## src/hw/rtl/lome_pkg.sv

```systemverilog
// shared types and constants of the order matching engine
package lome_pkg;

	localparam int unsigned LOME_ORDERS  = 32;
	localparam int unsigned LOME_CLIENTS = 16;
	localparam int unsigned SLOT_IW      = 6;

	localparam logic CFG_STP_ENABLED = 1'b0;
	localparam logic CFG_STP_POLICY  = 1'b1;

	typedef enum logic [1:0] {
		OP_LIMIT  = 2'd0,
		OP_MARKET = 2'd1,
		OP_CANCEL = 2'd2,
		OP_NOP    = 2'd3
	} opcode_t;

	typedef enum logic [1:0] {
		KIND_RESP  = 2'd0,
		KIND_ACC   = 2'd1,
		KIND_TRADE = 2'd2,
		KIND_CXL   = 2'd3
	} kind_t;

	typedef enum logic [2:0] {
		ST_OK      = 3'd0,
		ST_BAD_QTY = 3'd1,
		ST_BAD_PX  = 3'd2,
		ST_DUP_ID  = 3'd3,
		ST_SELF    = 3'd4,
		ST_FULL    = 3'd5,
		ST_UNKNOWN = 3'd6
	} status_t;

	typedef enum logic [2:0] {
		S_IDLE,
		S_VSCAN,
		S_VDEC,
		S_MSCAN,
		S_MATCH,
		S_CSCAN,
		S_CDEC,
		S_FINAL
	} state_t;

	typedef enum logic [1:0] {
		CMD_NONE,
		CMD_CLR,
		CMD_SETQ,
		CMD_WRITE
	} cmd_op_t;

	typedef struct packed {
		logic [1:0]         opcode;
		logic [31:0]        order_id;
		logic [3:0]         owner;
		logic               side;
		logic signed [31:0] price;
		logic [31:0]        quantity;
	} req_t;

	typedef struct packed {
		logic [1:0]         kind;
		logic [2:0]         status;
		logic [31:0]        order_id_res;
		logic [31:0]        buyer_id;
		logic [31:0]        seller_id;
		logic               order_side;
		logic signed [31:0] event_price;
		logic [31:0]        event_quantity;
		logic [31:0]        trade_no;
		logic               resting_removed;
		logic               last;
	} res_t;

	// search key held steady while a scan runs down the row
	typedef struct packed {
		logic               side;
		logic [3:0]         owner;
		logic               has_limit;
		logic signed [31:0] limit;
		logic [31:0]        id;
		logic [31:0]        now;
	} query_t;

	typedef struct packed {
		logic               best_hit;
		logic [SLOT_IW-1:0] best_idx;
		logic signed [31:0] best_price;
		logic [31:0]        best_age;
		logic [31:0]        best_id;
		logic [3:0]         best_owner;
		logic [31:0]        best_qty;
		logic               self_hit;
		logic               free_hit;
		logic [SLOT_IW-1:0] free_idx;
		logic               cxl_hit;
		logic [SLOT_IW-1:0] cxl_idx;
		logic               cxl_side;
		logic signed [31:0] cxl_price;
		logic [31:0]        cxl_qty;
	} scan_t;

	typedef struct packed {
		cmd_op_t            op;
		logic [SLOT_IW-1:0] idx;
		logic [31:0]        id;
		logic [3:0]         owner;
		logic               side;
		logic signed [31:0] price;
		logic [31:0]        qty;
		logic [31:0]        arrival;
	} cmd_t;

endpackage

```

## src/hw/rtl/lome_cell.sv

```systemverilog
// one slot of the order table, a stage of the scan chain
module lome_cell import lome_pkg::*; #(
	parameter int unsigned IDX = 0
) (
	input  logic   clk,
	input  logic   arst_n,
	input  query_t q,
	input  cmd_t   cmd,
	input  scan_t  scan_in,
	output scan_t  scan_out
);

	localparam logic [SLOT_IW-1:0] MY_IDX = SLOT_IW'(IDX);

	logic               valid_q;
	logic [31:0]        id_q;
	logic [3:0]         owner_q;
	logic               side_q;
	logic signed [31:0] price_q;
	logic [31:0]        qty_q;
	logic [31:0]        arr_q;

	scan_t       scan_s1;
	scan_t       s;
	logic        opp;
	logic        crossed;
	logic        better;
	logic [31:0] age;

	always_comb begin
		s       = scan_in;
		opp     = valid_q && (side_q != q.side);
		crossed = !q.has_limit || (q.side == 1'b0 ? (price_q <= q.limit) : (price_q >= q.limit));
		age     = q.now - arr_q;
		if (!scan_in.best_hit) begin
			better = 1'b1;
		end else if (price_q != scan_in.best_price) begin
			better = q.side == 1'b0 ? (price_q < scan_in.best_price)
				: (price_q > scan_in.best_price);
		end else begin
			better = age > scan_in.best_age;
		end
		if (opp && crossed && owner_q == q.owner) begin
			s.self_hit = 1'b1;
		end
		if (opp && better) begin
			s.best_hit   = 1'b1;
			s.best_idx   = MY_IDX;
			s.best_price = price_q;
			s.best_age   = age;
			s.best_id    = id_q;
			s.best_owner = owner_q;
			s.best_qty   = qty_q;
		end
		// lowest free slot and lowest id match win, the chain runs upward
		if (!valid_q && !scan_in.free_hit) begin
			s.free_hit = 1'b1;
			s.free_idx = MY_IDX;
		end
		if (valid_q && id_q == q.id && !scan_in.cxl_hit) begin
			s.cxl_hit   = 1'b1;
			s.cxl_idx   = MY_IDX;
			s.cxl_side  = side_q;
			s.cxl_price = price_q;
			s.cxl_qty   = qty_q;
		end
	end

	always_ff @(posedge clk) begin
		scan_s1 <= s;
	end

	assign scan_out = scan_s1;

	always_ff @(posedge clk or negedge arst_n) begin
		if (!arst_n) begin
			valid_q <= 1'b0;
		end else if (cmd.idx == MY_IDX) begin
			case (cmd.op)
				CMD_CLR:   valid_q <= 1'b0;
				CMD_WRITE: valid_q <= 1'b1;
				default:   valid_q <= valid_q;
			endcase
		end
	end

	always_ff @(posedge clk) begin
		if (cmd.idx == MY_IDX) begin
			case (cmd.op)
				CMD_SETQ: begin
					qty_q <= cmd.qty;
				end
				CMD_WRITE: begin
					id_q    <= cmd.id;
					owner_q <= cmd.owner;
					side_q  <= cmd.side;
					price_q <= cmd.price;
					qty_q   <= cmd.qty;
					arr_q   <= cmd.arrival;
				end
				default: begin
				end
			endcase
		end
	end

endmodule

```

## config.mk

```make
export PLATFORM = sky130hd
export DESIGN_NAME = lome_cell
export DESIGN_NICKNAME = d
export VERILOG_FILES = /design/src/hw/rtl/lome_pkg.sv /design/src/hw/rtl/lome_cell.sv
export SDC_FILE = /design/constraint.sdc
export NUM_CORES = 1
export LEC_CHECK = 0
export ABC_AREA = 1
export BUFFER_PORTS_ARGS = -buffer_cell sky130_fd_sc_hd__buf_2
export CORE_AREA = 2 2 263 265
export DETAILED_ROUTE_END_ITERATION = 8
export DIE_AREA = 0 0 265 267
export GPL_ROUTABILITY_DRIVEN = 0
export PLACE_DENSITY_LB_ADDON = 0.05
export SYNTH_ARGS = -nofsm -noshare
export SYNTH_HDL_FRONTEND = slang
export SYNTH_SLANG_ARGS = --single-unit
```

## constraint.sdc

```tcl
create_clock -name clk -period 3.4 [get_ports clk]
set_input_delay 0.34 -clock clk [delete_from_list [all_inputs] [get_ports clk]]
set_output_delay 0.34 -clock clk [all_outputs]
set_load 0.02 [all_outputs]
```

==> results of run 1 <==
-- final cells by class --
| type | instances | area share |
|---|---|---|
| Timing Repair Buffer | 1214 | 0.304 |
| Sequential cell | 353 | 0.292 |
| Multi-Input combinational cell | 1295 | 0.284 |
| Clock buffer | 65 | 0.0464 |
| Tap cell | 882 | 0.0383 |
| Inverter | 230 | 0.0300 |
| Clock inverter | 18 | 0.00534 |
| Antenna cell | 8 | 0.000695 |
-- worst reg2reg max path, stage by stage, from the launching register on --
cell	delay (ns)
edfxtp_1	0.36
inv_1	0.10
ha_4	0.21
a21oi_2	0.14
buf_4	0.12
o21ai_1	0.08
a21oi_1	0.16
nand2_2	0.13
buf_4	0.16
a21oi_1	0.20
xnor2_2	0.18
ha_1	0.30
a21oi_1	0.16
o21a_1	0.13
a21oi_1	0.05
nor2_1	0.12
nand2_2	0.08
a21oi_4	0.20
nand2_8	0.10
buf_6	0.18
clkbuf_16	0.21
nand3_1	0.11
nand2_1	0.06
-- routing by layer --
layer | track usage | wire (um) | up-vias
met5 | 0 | 159 | -
met4 | 0.0621 | 1930 | 26
met3 | 0.0502 | 4590 | 117
met2 | 0.382 | 39900 | 496
met1 | 0.244 | 32000 | 8141
li1 | - | - | 8742
-- final timing paths --
check                                         start               endpoint  slack (ns)  cells after the start
worst max register to register  arr_q[12]$_DFFE_PP_  scan_out[166]$_DFF_P_       -0.27                     22
max in group asynchronous                    arst_n    valid_q$_DFFE_PN0P_        3.17                      2
worst min register to register   qty_q[3]$_DFFE_PP_    scan_out[3]$_DFF_P_        0.50                      2
worst max-delay path            arr_q[12]$_DFFE_PP_  scan_out[166]$_DFF_P_       -0.27                     22
min in group asynchronous                    arst_n    valid_q$_DFFE_PN0P_        0.12                      2
worst min-delay path                     scan_in[9]    scan_out[9]$_DFF_P_        0.02                      3
-- power groups by stage --
stage                     Combinational [mW]  Clock [mW]  Sequential (mW)
final                                   2.43        4.87             4.62
after global routing                    2.65        5.18             4.63
after CTS                               2.31        4.99             4.62
after detailed placement                1.80           0             4.71
after global placement                  1.80           0             4.72
after floorplan                        0.660           0             4.92
-- timing repair --
item                                    CTS  global route
hold buffers                            337             0
hold endpoints to repair                337             0
gates resized for setup                 134           200
endpoints found under the setup margin  138           138
pin swaps                                19            40
setup buffers                            21            10
cloned                                    7             8
-- sequential cells by signal (all words and copies together) (netlist names) --
signal	count
owner_q	4
side_q	1
arr_q	32
id_q	32
price_q	32
scan_out	219
qty_q	32
valid_q	1
-- through the flow --
| stage | util | hold slack (ns) | setup TNS [ns] |
|---|---|---|---|
| 2_1_floorplan | - | 0.0444 | 0 |
| 6_report | 0.424 | 0.0214 | -31.01 |
| 3_5_place_dp | 0.325 | 0.142 | -96.42 |
| 3_3_place_gp | 0.325 | 0.143 | -93.46 |
| 5_1_grt | 0.424 | 0.00959 | -72.56 |
| 4_1_cts | 0.411 | 0.000785 | -33.37 |
-- cells by family after synthesis --
family	count (synthesis)	share of synthesized area
AND/OR/NAND/NOR	961	0.244
flip-flops	353	0.507
buffers and inverters	295	0.0750
AO/OA/AOI/OAI	162	0.0540
adder cells (fa/ha/maj)	128	0.0971
XOR/XNOR	44	0.0233
-- cells in the final DEF, fill, tap and decap left out, drive strengths merged, types with 15 or more instances in the layout --
cell type    instances
a21oi               89
edfxtp             133
clkbuf              71
o21ai               39
nor3                15
xor2                30
buf                871
inv                232
dlygate4sd3        337
nand2              605
nand3              227
ha                 127
nand4               17
nor2                81
dfxtp              219
==> results.ini, run 1 <==
[power]
leakagePower_nw=14.2
pwr-share-comb=0.204
switching_share=0.278
p_sw_mw=3.31
pwr_density_cell_nw_per_um2=414
peakVddDrop_mv=0.313
internal_power_mw=8.61
seqPwrFrac=0.388
power_frac_clock=0.409
total_power_mw=11.9

[drt]
via_per_inst=4.31
via_count=17500
drc=0
ant_nets=0
routed_wl_um=78600
dr.pass1.iters=5
drt_iter0_markers=656
wl_per_cell_um=19.3

[layout]
fillers=6941
drive_above_1_share=0.379
nets=3731
final_cell_area_um2=28800
regArea_um2=8400
stdcell_count=4065
area_delta_synth_final_pct=73.8
multi_input_area_um2=8170

[grt]
antenna_found_initial=22
grt-ovfl-total=0
grt_max_degree=66
grt_usage=0.210
grt_pass1_wl_um=112000
grt_pass1_vias=18300

[placed_design]
port_buffers=682
dp_hpwl_um=58800
placed_cell_area_um2=22100
dp_cells=3595
dp_slack_ns=-0.777

[floorplanning]
start_util=0.244
design.die.area_um2=70800
fp.dieW_um=265
core_area_um2=68000
die_y_um=267
rows=96
ioPinCount=683

[synth]
yosysTopAreaCell=dfxtp_1
synth_nets=2535
synthCells=1943
synth_edf_count=133
synth_warnings=0
synth.most_common_cell=nand2_1
synth.top_cells.by_count=603 x nand2_1, 230 x inv_1, 227 x nand3_1
avgSynthCellArea_um2=8.53
synth_top_flop_cell=dfxtp_1
synthArstFlopShare=0.00283
synth.distinct_cells=41
synth_area_leaders=dfxtp_1 26%, edfxtp_1 24%, nand2_1 14%, ha_1 9.6%, nand3_1 6.9%
yosysSeqAreaShare=0.507
synth-seq-cells=353
synth_area_um2=16600
synth_top_cell_area_share=0.265

[sta]
worstMarginPinSlew_ns=0.836
fin_ws_ns=-0.271
rsz0062_at_grt=yes
period_share=1.08
hold_viol=0
clock-skew-final_ns=0.0291
maxSlewHeadroom=0.443
max_clock_freq_mhz=272
min_period_ns=3.67
setup-violations-final=138
drv_slew=0

[setup_path]
path_max_fanout=12
cp_num_buf_inv=5
arrival_ns=4.14
required_ns=3.87
slowest_stage=edfxtp_1
path_cells=inv_1 > ha_4 > a21oi_2 > buf_4 > o21ai_1 > a21oi_1 > nand2_2 > buf_4 > a21oi_1 > xnor2_2 > ha_1 > a21oi_1 > o21a_1 > a21oi_1 > nor2_1 > nand2_2 > a21oi_4 > nand2_8 > buf_6 > clkbuf_16 > nand3_1 > nand2_1
critPathTopFamily=compound AO/OA/AOI/OAI gates
cp_common_cell=a21oi_1
critical_path_class=register to register
start_kind=register
max_stage_delay_ns=0.36
endpoint_kind=register

[clock_tree]
cts_buffers=45
clkSlewWorstSetupHoldPaths_ns=0.06
clk_latency_ns=0.58
htreeDepth=2
cts_num_sinks=353
cts_tree=done
cts-root-buf=clkbuf_16
clk_path_buf_depth=3

[hold_path]
hold_class=input port to register

[outcome]
failed_checks=setup timing
status=finished with violations

[run]
maxCapViolCount=0

(Power assumes the default switching activity.)
==> inputs of run 2 (changes only) <==
--- a/config.mk
+++ b/config.mk
@@ -8,6 +8,7 @@
 export ABC_AREA = 1
 export BUFFER_PORTS_ARGS = -buffer_cell sky130_fd_sc_hd__buf_2
 export CORE_AREA = 2 2 263 265
+export CTS_BUF_LIST = sky130_fd_sc_hd__clkbuf_16
 export DETAILED_ROUTE_END_ITERATION = 8
 export DIE_AREA = 0 0 265 267
 export GPL_ROUTABILITY_DRIVEN = 0
==> results.ini, run 2 (synthesized netlist as in run 1, its figures left out) <==
[outcome]
status=finished with violations
failed_checks=setup timing

[placed_design]
dp_slack_ns=-0.777  ; unchanged
dp_hpwl_um=58800  ; unchanged
port_buffers=682  ; unchanged

[drt]
wl_per_cell_um=19.3  ; -0.15%
drt_iter0_markers=671  ; +2.3%
routed_wl_um=78600  ; about the same
dr.pass1.iters=4  ; -1
ant_nets=0  ; unchanged
via_count=17500  ; +0.074%
via_per_inst=4.31  ; about the same
drc=0  ; unchanged

[grt]
grt_pass1_vias=18400  ; +0.78%
grt-ovfl-total=0  ; unchanged
antenna_found_initial=23  ; +4.5%
grt_pass1_wl_um=113000  ; +1.3%
grt_usage=0.213  ; +0.00315
grt_max_degree=66  ; unchanged

[floorplanning]
rows=96  ; unchanged
ioPinCount=683  ; unchanged
die_y_um=267  ; unchanged
core_area_um2=68000  ; unchanged
start_util=0.244  ; unchanged
fp.dieW_um=265  ; unchanged
design.die.area_um2=70800  ; unchanged

[layout]
final_common_cell=buf_2
final_cell_mix=682 x buf_2, 462 x nand2_1, 339 x dlygate4sd3_1, 232 x inv_1, 219 x dfxtp_1
utilization=0.424  ; +0.000791
fillers=6945  ; +0.058%
nets=3738  ; +0.19%
area_delta_synth_final_pct=74.1
drive_above_1_share=0.377  ; -0.00146
largest_reg_flops=219  ; unchanged

[sta]
hold_viol=0  ; unchanged
min_period_ns=3.75  ; +0.0828 ns
period_share=1.10  ; +0.0244
drv_slew=0  ; unchanged
maxSlewHeadroom=0.449  ; +0.00617
rsz0062_at_grt=yes
worstMarginPinSlew_ns=0.827  ; -0.00925 ns
clock-skew-final_ns=0.0247  ; -0.00439 ns
max_clock_freq_mhz=266  ; -2.2%
timing.hold.ws_ns=0.0196  ; -0.00177 ns
fin_ws_ns=-0.354  ; -0.0828 ns
setup-violations-final=138  ; unchanged

[setup_path]
critical_path_class=register to register
path_max_fanout=12  ; unchanged
required_ns=3.85  ; -0.02 ns
endpoint_kind=register
start_kind=register
arrival_ns=4.21  ; +0.07 ns

[run]
maxCapViolCount=0  ; unchanged

[power]
leakagePower_nw=14.2  ; +0.50%
peakVddDrop_mv=0.310  ; -0.79%
pwr_density_cell_nw_per_um2=409  ; -1.1%

[clock_tree]
cts_num_sinks=353  ; unchanged
cts-root-buf=clkbuf_16
clkSlewWorstSetupHoldPaths_ns=0.05  ; about the same
clk_path_buf_depth=3  ; unchanged
cts_tree=done
cts_buffers=45  ; unchanged
clk_latency_ns=0.58  ; about the same
htreeDepth=2  ; unchanged

[hold_path]
hold_class=input port to register

==> run 2: cell count changes in the layout (fill, tap and decap cells not counted), sizes merged <==
cell and change:
buf +6, clkbuf -17, clkinv +5, dlygate4sd3 +2, inv +11
==> run 2: critical path, stage by stage, from the launching register on <==
cell and delay (ns):
edfxtp_1 0.34, inv_2 0.05, ha_4 0.26, buf_4 0.10, nand2_1 0.08, nor2_1 0.13, inv_1 0.09, nor3_1 0.14
buf_4 0.15, nand3_1 0.08, nand2_1 0.12, xor2_1 0.28, ha_1 0.31, a21oi_1 0.15, o21ai_1 0.12, nand2_1 0.09
a21oi_1 0.07, nor2_2 0.09, nand2_2 0.07, a21oi_4 0.20, nand2_8 0.10, buf_12 0.17, buf_12 0.13, buf_16 0.15
nand3_1 0.09, nand2_2 0.06
==> run 2: power by group <==
| group | internal [mW] | switching, mW | leakage, nW |
|---|---|---|---|
| clock network | 2.74 | 1.98 | 0.756 |
| logic | 1.19 | 1.27 | 10.4 |
| registers | 4.56 | 0.0590 | 3.06 |
==> run 2: through the flow <==
| step | TNS, ns | cells | instance area [um^2] | power (mW) |
|---|---|---|---|---|
| 3_3_place_gp | -93.46 | 3595 | 22100 | 6.51 |
| 5_1_grt | -81.43 | 4070 | 28800 | 12.4 |
| 6_report | -39.41 | 4072 | 28900 | 11.8 |
| 3_5_place_dp | -96.42 | 3595 | 22100 | 6.52 |
| 2_1_floorplan | 0 | 1943 | 16600 | 5.58 |
| 4_1_cts | -34.97 | 4055 | 28300 | 11.9 |
==> run 2: metal layers <==
layer	share of wire	vias to the layer above	global-route usage
met1	0.41	8132	0.247
met3	0.060	121	0.0522
li1	-	8778	-
met5	0.0022	-	0
met4	0.026	28	0.0655
met2	0.50	476	0.386
==> run 2: layout make-up <==
class	count	area, um^2	area share
repair buffers	1221	8950	0.310
flip-flops and latches	353	8400	0.291
multi-input cells	1295	8070	0.280
clock buffers	49	1230	0.0425
well taps	882	1100	0.0382
inverters	230	863	0.0299
clock inverters	34	214	0.00742
diodes	8	20.0	0.000694
==> run 2: final timing paths <==
path | end | slack, ns | startpoint | cells after the start
min in group asynchronous | valid_q$_DFFE_PN0P_ | 0.12 | arst_n | 2
max in group asynchronous | valid_q$_DFFE_PN0P_ | 3.17 | arst_n | 2
min | scan_out[9]$_DFF_P_ | 0.02 | scan_in[9] | 3
max | scan_out[172]$_DFF_P_ | -0.35 | arr_q[15]$_DFFE_PP_ | 25
min reg2reg | scan_out[3]$_DFF_P_ | 0.50 | qty_q[3]$_DFFE_PP_ | 2
max reg2reg | scan_out[172]$_DFF_P_ | -0.35 | arr_q[15]$_DFFE_PP_ | 25
==> run 2: repair_timing <==
action / in CTS / in global routing
cloned: 11 / 5
setup buffers: 29 / 9
hold buffers: 339 / 0
gates resized for setup: 212 / 120
endpoints found under the setup margin: 138 / 138
pin swaps: 31 / 29
endpoints found under the hold margin: 339 / 0
